===== config.mk =====
export PLATFORM = sky130hd
export DESIGN_NAME = sm3_hash_engine_flat
export DESIGN_NICKNAME = d
export VERILOG_FILES = /design/src/hw/rtl/sm3_pkg.sv /design/src/hw/rtl/sm3_stream_if.sv /design/src/hw/rtl/sm3_round.sv /design/src/hw/rtl/sm3_hash_engine.sv /design/src/flat_wrapper.sv
export SDC_FILE = /design/constraint.sdc
export NUM_CORES = 2
export LEC_CHECK = 0
export ABC_AREA = 1
export BUFFER_PORTS_ARGS = -buffer_cell sky130_fd_sc_hd__buf_2
export CAP_MARGIN = 25
export CORE_MARGIN = 2
export CORE_UTILIZATION = 55
export CTS_CLUSTER_DIAMETER = 30
export DETAILED_ROUTE_END_ITERATION = 10
export HOLD_SLACK_MARGIN = 0.02
export PLACE_DENSITY_LB_ADDON = 0.05
export SLEW_MARGIN = 20
export SYNTH_ARGS = -nofsm -noshare
export SYNTH_HDL_FRONTEND = slang
export SYNTH_HIERARCHICAL = 1
export SYNTH_SLANG_ARGS = --single-unit

===== constraint.sdc =====
create_clock -name clk -period 49.2 [get_ports clk]
set_clock_uncertainty 0.2 [all_clocks]
set_input_delay 2.46 -clock clk [delete_from_list [all_inputs] [get_ports clk]]
set_output_delay 2.46 -clock clk [all_outputs]
set_load 0.02 [all_outputs]

===== src/hw/rtl/sm3_pkg.sv =====
// SM3 engine shared types, constants and round functions.
package sm3_pkg;

    localparam logic [31:0] T_LOW    = 32'h79CC4519;
    localparam logic [31:0] T_HIGH   = 32'h7A879D8A;
    localparam logic [7:0]  PAD_BYTE = 8'h80;
    localparam int unsigned ROUNDS   = 64;
    localparam int unsigned BLK_WORDS = 16;

    typedef logic [31:0] word_t;
    typedef word_t [7:0] state_t;

    localparam state_t INIT_VALUE = '{
        32'hB0FB0E4E, 32'hE38DEE4D, 32'h163138AA, 32'hA96F30BC,
        32'hDA8A0600, 32'h172442D7, 32'h4914B2B9, 32'h7380166F
    };

    typedef enum logic [2:0] {
        ST_COLLECT,
        ST_PAD,
        ST_LEN_HI,
        ST_LEN_LO,
        ST_COMPRESS,
        ST_OUTPUT
    } ctrl_state_t;

    // start pulse to the round unit and done flag back
    typedef struct packed {
        logic start;
        logic done;
        logic busy;
    } round_ctl_t;

    function automatic word_t rotl(input word_t x, input logic [4:0] n);
        logic [63:0] d;
        d = {x, x} << n;
        return d[63:32];
    endfunction

    function automatic word_t perm0(input word_t x);
        return x ^ rotl(x, 5'd9) ^ rotl(x, 5'd17);
    endfunction

    function automatic word_t perm1(input word_t x);
        return x ^ rotl(x, 5'd15) ^ rotl(x, 5'd23);
    endfunction

endpackage


===== src/hw/rtl/sm3_stream_if.sv =====
// Valid/ready channel carrying one word of payload.
interface sm3_stream_if #(
    parameter int unsigned PAYLOAD_W = 36
);
    logic                 valid;
    logic                 ready;
    logic [PAYLOAD_W-1:0] payload;

    modport source (output valid, output payload, input ready);
    modport sink   (input valid, input payload, output ready);
endinterface


===== src/hw/rtl/sm3_round.sv =====
// SM3 compression unit: one round per cycle over a 16-word sliding expansion window.
module sm3_round
    import sm3_pkg::*;
(
    input  logic              clk,
    input  logic              rst_n,
    input  logic              start,
    input  word_t [15:0]      block,
    input  state_t            cv_in,
    output logic              busy,
    output logic              done,
    output state_t            cv_out
);

    word_t [15:0] win_reg, win_next;
    state_t       r_reg, r_next;
    logic [5:0]   rnd_reg, rnd_next;
    logic         busy_reg, busy_next;
    logic         done_reg, done_next;

    word_t new_w, a12, ss1, ss2, ff, gg, tt1, tt2, t_rot;
    word_t a, b, c, d, e, f, g, h;

    always_comb
    begin
        {h, g, f, e, d, c, b, a} = r_reg;
        // next expansion word W[j+16] from the window W[j..j+15]
        new_w = perm1(win_reg[0] ^ win_reg[7] ^ rotl(win_reg[13], 5'd15))
              ^ rotl(win_reg[3], 5'd7) ^ win_reg[10];
        t_rot = rotl((rnd_reg < 6'd16) ? T_LOW : T_HIGH, rnd_reg[4:0]);
        a12 = rotl(a, 5'd12);
        ss1 = rotl(a12 + e + t_rot, 5'd7);
        ss2 = ss1 ^ a12;
        if (rnd_reg < 6'd16)
        begin
            ff = a ^ b ^ c;
            gg = e ^ f ^ g;
        end
        else
        begin
            ff = (a & b) | (a & c) | (b & c);
            gg = (e & f) | (~e & g);
        end
        tt1 = ff + d + ss2 + (win_reg[0] ^ win_reg[4]);
        tt2 = gg + h + ss1 + win_reg[0];

        win_next  = win_reg;
        r_next    = r_reg;
        rnd_next  = rnd_reg;
        busy_next = busy_reg;
        done_next = 1'b0;
        if (start)
        begin
            win_next  = block;
            r_next    = cv_in;
            rnd_next  = '0;
            busy_next = 1'b1;
        end
        else if (busy_reg)
        begin
            win_next = {new_w, win_reg[15:1]};
            r_next   = {g, rotl(f, 5'd19), e, perm0(tt2), c, rotl(b, 5'd9), a, tt1};
            rnd_next = rnd_reg + 6'd1;
            if (rnd_reg == 6'(ROUNDS - 1))
            begin
                busy_next = 1'b0;
                done_next = 1'b1;
            end
        end
    end

    always_ff @(posedge clk or negedge rst_n)
    begin
        if (!rst_n)
        begin
            busy_reg <= 1'b0;
            done_reg <= 1'b0;
            rnd_reg  <= '0;
        end
        else
        begin
            busy_reg <= busy_next;
            done_reg <= done_next;
            rnd_reg  <= rnd_next;
        end
    end

    always_ff @(posedge clk)
    begin
        win_reg <= win_next;
        r_reg   <= r_next;
    end

    assign busy   = busy_reg;
    assign done   = done_reg;
    assign cv_out = r_reg;

endmodule


===== src/hw/rtl/sm3_hash_engine.sv =====
// SM3 hash engine top level: word intake, padding sequencer and digest output.
// Accepts one 32-bit message word per cycle while a block fills. The sixteenth
// word of a block starts the shared round unit, which runs 64 rounds at one per
// cycle; intake stalls through the rounds and the feed-forward of each block.
// On the last word the sequencer writes padding and the 64-bit bit length one
// word per cycle, pausing while it compresses once or twice, then presents the
// eight digest words, index 0 first, one per cycle as the sink takes them. The
// IV is reloaded afterward.
module sm3_hash_engine
    import sm3_pkg::*;
(
    input  logic         clk,
    input  logic         rst_n,
    sm3_stream_if.sink   in_ch,
    sm3_stream_if.source out_ch
);

    ctrl_state_t  state_reg, state_next;
    ctrl_state_t  after_reg, after_next;
    word_t [15:0] blk_reg;
    word_t [15:0] blk_view;
    state_t       cv_reg, cv_next;
    logic [60:0]  cnt_reg, cnt_next;
    logic [3:0]   fill_reg, fill_next;
    logic [2:0]   oidx_reg, oidx_next;
    logic         fin_reg, fin_next;

    logic         wr_en;
    logic [3:0]   wr_idx;
    word_t        wr_data;
    round_ctl_t   rc;
    state_t       rnd_cv;

    word_t        in_word;
    logic [2:0]   in_vb;
    logic         in_last;
    logic [2:0]   vb;
    word_t        keep;
    logic [63:0]  bits;
    logic         in_acc;

    assign in_word = in_ch.payload[35:4];
    assign in_vb   = in_ch.payload[3:1];
    assign in_last = in_ch.payload[0];
    assign vb      = (in_vb > 3'd4) ? 3'd4 : in_vb;
    assign in_ch.ready = (state_reg == ST_COLLECT);
    assign in_acc  = in_ch.valid && in_ch.ready;
    assign bits    = {cnt_reg, 3'b000};

    // the word written in the start cycle goes straight to the round unit
    always_comb
    begin
        blk_view = blk_reg;
        if (wr_en)
            blk_view[wr_idx] = wr_data;
    end

    sm3_round u_round (
        .clk    (clk),
        .rst_n  (rst_n),
        .start  (rc.start),
        .block  (blk_view),
        .cv_in  (cv_reg),
        .busy   (rc.busy),
        .done   (rc.done),
        .cv_out (rnd_cv)
    );

    always_comb
    begin
        state_next = state_reg;
        after_next = after_reg;
        cv_next    = cv_reg;
        cnt_next   = cnt_reg;
        fill_next  = fill_reg;
        oidx_next  = oidx_reg;
        fin_next   = fin_reg;
        wr_en      = 1'b0;
        wr_idx     = fill_reg;
        wr_data    = '0;
        rc.start   = 1'b0;
        keep       = '0;
        unique case (state_reg)
            ST_COLLECT:
            begin
                if (in_acc)
                begin
                    wr_en = 1'b1;
                    if (!in_last)
                    begin
                        cnt_next   = cnt_reg + 61'd4;
                        wr_data    = in_word;
                        after_next = ST_COLLECT;
                    end
                    else
                    begin
                        cnt_next = cnt_reg + 61'(vb);
                        fin_next = 1'b1;
                        if (vb == 3'd4)
                        begin
                            wr_data    = in_word;
                            after_next = ST_PAD;
                        end
                        else
                        begin
                            keep = ~(32'hFFFFFFFF >> {vb, 3'b000});
                            wr_data = (in_word & keep)
                                    | ({PAD_BYTE, 24'h0} >> {vb, 3'b000});
                            after_next = ST_LEN_HI;
                        end
                    end
                    fill_next = fill_reg + 4'd1;
                    if (fill_reg == 4'(BLK_WORDS - 1))
                    begin
                        rc.start   = 1'b1;
                        state_next = ST_COMPRESS;
                    end
                    else
                        state_next = after_next;
                end
            end
            ST_PAD:
            begin
                wr_en     = 1'b1;
                wr_data   = {PAD_BYTE, 24'h0};
                fill_next = fill_reg + 4'd1;
                after_next = ST_LEN_HI;
                if (fill_reg == 4'(BLK_WORDS - 1))
                begin
                    rc.start   = 1'b1;
                    state_next = ST_COMPRESS;
                end
                else
                    state_next = ST_LEN_HI;
            end
            ST_LEN_HI:
            begin
                // zero fill until the two length words fit in this block
                wr_en     = 1'b1;
                wr_data   = (fill_reg == 4'd14) ? bits[63:32] : '0;
                fill_next = fill_reg + 4'd1;
                if (fill_reg == 4'd14)
                    state_next = ST_LEN_LO;
                else if (fill_reg == 4'(BLK_WORDS - 1))
                begin
                    rc.start   = 1'b1;
                    after_next = ST_LEN_HI;
                    state_next = ST_COMPRESS;
                end
            end
            ST_LEN_LO:
            begin
                wr_en      = 1'b1;
                wr_data    = bits[31:0];
                fill_next  = '0;
                rc.start   = 1'b1;
                after_next = ST_OUTPUT;
                state_next = ST_COMPRESS;
            end
            ST_COMPRESS:
            begin
                if (rc.done)
                begin
                    for (int i = 0; i < 8; i++)
                        cv_next[i] = cv_reg[i] ^ rnd_cv[i];
                    oidx_next  = '0;
                    state_next = after_reg;
                end
            end
            ST_OUTPUT:
            begin
                if (out_ch.ready)
                begin
                    oidx_next = oidx_reg + 3'd1;
                    if (oidx_reg == 3'd7)
                    begin
                        cv_next    = INIT_VALUE;
                        cnt_next   = '0;
                        fill_next  = '0;
                        fin_next   = 1'b0;
                        state_next = ST_COLLECT;
                    end
                end
            end
            default:
                state_next = ST_COLLECT;
        endcase
    end

    always_ff @(posedge clk or negedge rst_n)
    begin
        if (!rst_n)
        begin
            state_reg <= ST_COLLECT;
            after_reg <= ST_COLLECT;
            cv_reg    <= INIT_VALUE;
            cnt_reg   <= '0;
            fill_reg  <= '0;
            oidx_reg  <= '0;
            fin_reg   <= 1'b0;
        end
        else
        begin
            state_reg <= state_next;
            after_reg <= after_next;
            cv_reg    <= cv_next;
            cnt_reg   <= cnt_next;
            fill_reg  <= fill_next;
            oidx_reg  <= oidx_next;
            fin_reg   <= fin_next;
        end
    end

    always_ff @(posedge clk)
    begin
        if (wr_en)
            blk_reg[wr_idx] <= wr_data;
    end

    assign out_ch.valid   = (state_reg == ST_OUTPUT);
    assign out_ch.payload = {cv_reg[oidx_reg], oidx_reg, oidx_reg == 3'd7};

    a_idle_round: assert property (@(posedge clk) disable iff (!rst_n)
        rc.busy |-> state_reg == ST_COMPRESS)
        else $error("round unit busy outside compress");
    a_out_final: assert property (@(posedge clk) disable iff (!rst_n)
        out_ch.valid |-> fin_reg)
        else $error("digest shown before last word");
    a_start_full: assert property (@(posedge clk) disable iff (!rst_n)
        rc.start |-> fill_reg == 4'(BLK_WORDS - 1))
        else $error("compress started on partial block");

endmodule

===== src/flat_wrapper.sv =====
// flat-port wrapper written by rule: the top's interface ports become plain ports
module sm3_hash_engine_flat import sm3_pkg::*;
  (clk, rst_n, in_ch_valid, in_ch_payload, in_ch_ready, out_ch_valid, out_ch_payload, out_ch_ready);
  sm3_stream_if in_ch_i ();
  sm3_stream_if out_ch_i ();
  input  logic clk;
  input  logic rst_n;
  input wire logic [$bits(in_ch_i.valid)-1:0] in_ch_valid;
  input wire logic [$bits(in_ch_i.payload)-1:0] in_ch_payload;
  output wire logic [$bits(in_ch_i.ready)-1:0] in_ch_ready;
  output wire logic [$bits(out_ch_i.valid)-1:0] out_ch_valid;
  output wire logic [$bits(out_ch_i.payload)-1:0] out_ch_payload;
  input wire logic [$bits(out_ch_i.ready)-1:0] out_ch_ready;
  assign in_ch_i.valid = in_ch_valid;
  assign in_ch_i.payload = in_ch_payload;
  assign in_ch_ready = in_ch_i.ready;
  assign out_ch_valid = out_ch_i.valid;
  assign out_ch_payload = out_ch_i.payload;
  assign out_ch_i.ready = out_ch_ready;
  sm3_hash_engine u_core (.clk(clk), .rst_n(rst_n), .in_ch(in_ch_i), .out_ch(out_ch_i));
endmodule

# [Word-level counts from Yosys, hierarchy flattened]
# Cells that the tools add are included.
[word_totals] ff_bits=1618 input_bits=40 out_inout_bits=38 elab_cells=208
[op_classes] addsub=13 magnitude_cmp=5 n_eq_ne=17 shift=3 n_mux=64 n_bitwise=34 n_reduce_logical=16
[op_table] cell="two-way mux 512 bit" n=3
[op_table] cell="two-way mux 256 bit" n=5
[op_table] cell="bitwise XOR 32 bit" n=22
[op_table] cell="bitwise mux 512 bit" n=1
[op_table] cell="one-hot mux 256 bit (2 select lines)" n=1
[op_table] cell="adder 32 bit" n=8
[op_table] cell="two-way mux 32 bit" n=8
[op_table] cell="two-way mux 61 bit" n=4
[op_table] cell="bitwise AND 32 bit" n=6
[op_table] cell="demux 32 bit (select 4 bit)" n=1
[op_table] cell="OR 32 bit" n=4
[op_table] cell="one-hot mux 32 bit (4 select lines)" n=1
[op_table] cell="one-hot mux 61 bit (2 select lines)" n=1
[op_table] cell="binary-select mux 32 bit (select 3 bit)" n=1
[op_table] cell="NOT 32 bit" n=2
[op_table] cell="<< shifter 63 x 5 -> 64 bit" n=1
[op_table] cell=">> shifter 32 x 6 -> 32 bit (first input constant)" n=2
[op_table] cell="adder 61 x 3 -> 61 bit" n=1
[op_table] cell="adder 61 x 3 -> 61 bit (second input constant)" n=1
[op_table] cell="two-way mux 3 bit" n=15
[op_table] cell="two-way mux 26 bit" n=1
[op_table] cell="one-hot mux 3 bit (6 select lines)" n=1
[op_table] cell="one-hot mux 4 bit (4 select lines)" n=1
[op_table] cell="AND reduction 4 bit" n=4
[op_table] cell="32 further kinds" n=57

# [Depth between registers and ports, before layout]
[logic_depth] word_depth=13 mapped_depth=50 mapped_depth_nobuf=48

# [Cells and area by module]
# Netlist, hierarchy kept.
[by_module_without_submodules] mod="sm3_round" n_inst=1 cells_per_inst=5748 area_per_inst_um2=49023.3
[by_module_without_submodules] mod="sm3_hash_engine" n_inst=1 cells_per_inst=5031 area_per_inst_um2=36941.7

# [Worst setup path after synthesis]
# OpenSTA, ideal clock, no wires.
[synth_path] kind="input -> register" startpoint="in in_ch_valid" endpoint="reg u_core.u_round.rnd_reg[0]" setup_time_ns=0.793 arrival_time_ns=18.709 t_required_ns=48.207 path_slack_ns=29.498 stages=10 cell_sequence="nand3_2 inv_1 o21ai_0 nand3_1 buf_2 buf_2 buf_2 nor2_1 inv_1 o21ai_0"
[synth_lines] element="start, declared" line="flat_wrapper.sv:8" text="input wire logic [$bits(in_ch_i.valid)-1:0] in_ch_valid;"
[synth_lines] element="end signal, assigned" line="sm3_round.sv:84" text="rnd_reg <= rnd_next;"
[synth_lines] element="end, declared" line="sm3_round.sv:17" text="logic [5:0] rnd_reg, rnd_next;"

==> metrics.cfg <==
[clocking]
cts_root_buffer=clkbuf_16
cts_buffer_depth=4
cts.sinks=1618
hold_buffers=0
cts_tree=built
clk_pin_slew_worst_paths_ps=50
h-tree-depth=5
post_cts_buffers=0
cts_buffers=373
ctsResizeCount=0
clk_latency_ps=960

[global_routing]
use_met2_pct=62.3
gr-total-overflow=0
grt_usage_pct=42.6
grt_max_degree=200
grt_util_met1_pct=56.7
grt_pass1_wl_um=492000
first_global_vias=72400
antenna_found_initial=26
grt_use_met3_pct=12.2
busiest_layer=met2

[yosys]
synth_top_flop_cell=edfxtp_1
yosysSeqAreaShare_pct=48.8
synth_edf_count=768
yosys.area.top_type=edfxtp_1
syn-num-nets=11100
ys_types=69
synth_top_area_share_pct=26.8
ys_async_sr_fraction_pct=20.9
postSynthCellCount=10800
postSynthAreaPerCell_um2=7.98
ys_warn_count=6
ys_ff_latch=1618
netlist_area_mm2=0.0860
ys_top_cells_by_area=edfxtp_1, nand2_1, dfxtp_1

[worst_setup_path]
endpoint_kind=register
crit_start=u_core/u_round/rnd_reg[4]$_DFFE_PN0P_
crit_required_ps=49640
cpPeakStageDelay_ps=900
r2r_cells=34
rr_endpoint=u_core/u_round/a[29]$_DFFE_PP_
startpoint_type=register
path_common_cell=nand2_1
critPathKind=reg2reg
critPathBufInv=7
cp_slowest_cell=nor4_1
crit_fanout=36
critPathCapture=u_core/u_round/a[29]$_DFFE_PP_
r2r-start=u_core/u_round/rnd_reg[4]$_DFFE_PN0P_
reg2reg_slack_ps=39140
path_delay_family=simple AND/OR/NAND/NOR gates
arrival_ps=10490
path_depth=34

[job]
cap_viol_max_count=0

[place]
dp_hpwl_um=242000
placement.io_buffers=77
post-place-ws_ps=39370
place_congestion=1.08

[sta]
finalHoldViolCount=0
tns_ps=0
fin_ws_ps=39140
tightestPinTransition_ps=1170
setup_violations=0
max_slew_margin_pct=21.9
period_needed_ps=10060
slew_viol_final=0
period_share_pct=20.4
rsz0062_at_grt=no
max_freq_mhz=99.4

[floorplan]
fp.dieH_um=399
ios=78
die_x_um=399
row_count=145
die_area_mm2=0.159
core_region_area_mm2=0.156
start_util_pct=55.2

[routing]
viasPerCell=5.89
wl_per_cell_um=26.1
wl_um=346000
dr.pass1.iters=8
vias=78000
drc=0
first_iter_violations=11500
antenna_left=0

[worst_hold_path]
hold_path.class=reg2reg

[finish]
synthToLayoutAreaGrowth_pct=17.2
drive_above_1_share_pct=9.68
utilization_pct=64.7
nets=11200

[run_status]
outcome=complete, no violations

==> placed cells by master (no fill, tap or decap), types with 18 or more instances in the layout <==
cell type / count
nand2_1: 4949
inv_1: 775
edfxtp_1: 768
nand3_1: 536
dfxtp_1: 512
o21ai_0: 499
clkbuf_16: 379
nor2_1: 374
a21oi_1: 345
dfrtp_1: 217
xor2_1: 211
fa_1: 189
xnor2_1: 157
dfstp_2: 119
ha_1: 108
buf_4: 91
buf_2: 77
o31ai_1: 72
clkinv_2: 68
or2_0: 59
clkbuf_1: 56
bufinv_16: 52
a31oi_1: 46
or2_2: 45
nand4_1: 37
clkinvlp_4: 36
nor3_1: 32
clkbuf_8: 30
inv_2: 28
nor2_2: 20
clkinv_4: 18
o21bai_1: 18
==> per-stage QoR <==
step           hold slack [ps]  cells  cell area [µm²]
6_report                   245  13200           101000
3_3_place_gp               225  12500            87600
4_1_cts                    244  13200           101000
5_1_grt                    259  13200           101000
2_1_floorplan              216  10800            86000
3_5_place_dp               230  12500            87800
==> kinds of logic after synthesis <==
group | Yosys count | share of synthesized area [%]
XOR/XNOR | 375 | 3.89
multiplexers | 15 | 0.175
flip-flops | 1618 | 48.8
buffers and inverters | 1292 | 6.01
adder cells (fa/ha/maj) | 297 | 5.97
AO/OA/AOI/OAI | 1068 | 6.93
AND/OR/NAND/NOR | 6114 | 28.3
==> layer usage <==
metal  share of wire (%)  up-vias
met4                 6.3       22
met1                  38    37600
met3                  13      852
met2                  43     4975
met5                0.13        -
li1                    -    34600
==> worst min path at each step <==
stage / slack, ps / from / to / cells past startpoint
floorplan: 220 / u_core/blk_reg[0]$_DFF_P_ / u_core/blk_reg[0]$_DFF_P_ / 2
global placement: 220 / u_core/blk_reg[384]$_DFF_P_ / u_core/blk_reg[384]$_DFF_P_ / 2
detailed placement: 230 / u_core/blk_reg[192]$_DFF_P_ / u_core/blk_reg[192]$_DFF_P_ / 2
CTS: 240 / u_core/blk_reg[224]$_DFF_P_ / u_core/blk_reg[224]$_DFF_P_ / 2
global route: 260 / u_core/blk_reg[384]$_DFF_P_ / u_core/blk_reg[384]$_DFF_P_ / 2
finish: 240 / u_core/blk_reg[224]$_DFF_P_ / u_core/blk_reg[224]$_DFF_P_ / 2
==> cell usage after synthesis (5+ instances only) <==
cell type / n
fa_1: 189
buf_2: 209
o21bai_1: 18
a21o_1: 9
dfxtp_1: 512
a31oi_1: 46
or2_2: 45
clkbuf_1: 225
nor2_4: 7
xnor2_1: 159
nor2_1: 375
o21ai_1: 12
o21ai_2: 7
inv_2: 28
nand3_1: 538
ha_1: 108
a21oi_1: 345
a21oi_2: 5
o31ai_1: 72
mux2i_1: 15
nand2_2: 16
dfstp_2: 119
nor4_1: 7
nor2_2: 21
xor2_1: 211
o21ai_0: 500
or2_0: 59
o211ai_2: 8
inv_1: 781
nand3b_1: 12
nand2_1: 4950
nor3_1: 32
buf_1: 36
dfrtp_1: 219
a22oi_1: 16
buf_4: 5
edfxtp_1: 768
nand4_1: 37
==> tightest hold or removal path: stages (launching register included) <==
cell	delay [ps]
dfxtp_1	300
nand2_1	50
nand2_1	60
==> cell type report <==
type	instances	area, µm²
Multi-Input combinational cell	7869	38900
Sequential cell	1618	41900
Fill cell	12800	54900
Timing Repair Buffer	186	1400
Inverter	812	3080
Antenna cell	15	37.5
Tap cell	2058	2570
Clock buffer	465	10100
Clock inverter	213	2650
Power is left out: the tool's default activity adds up to more than one toggle a clock period on the data nets, which glitch-free logic cannot reach.
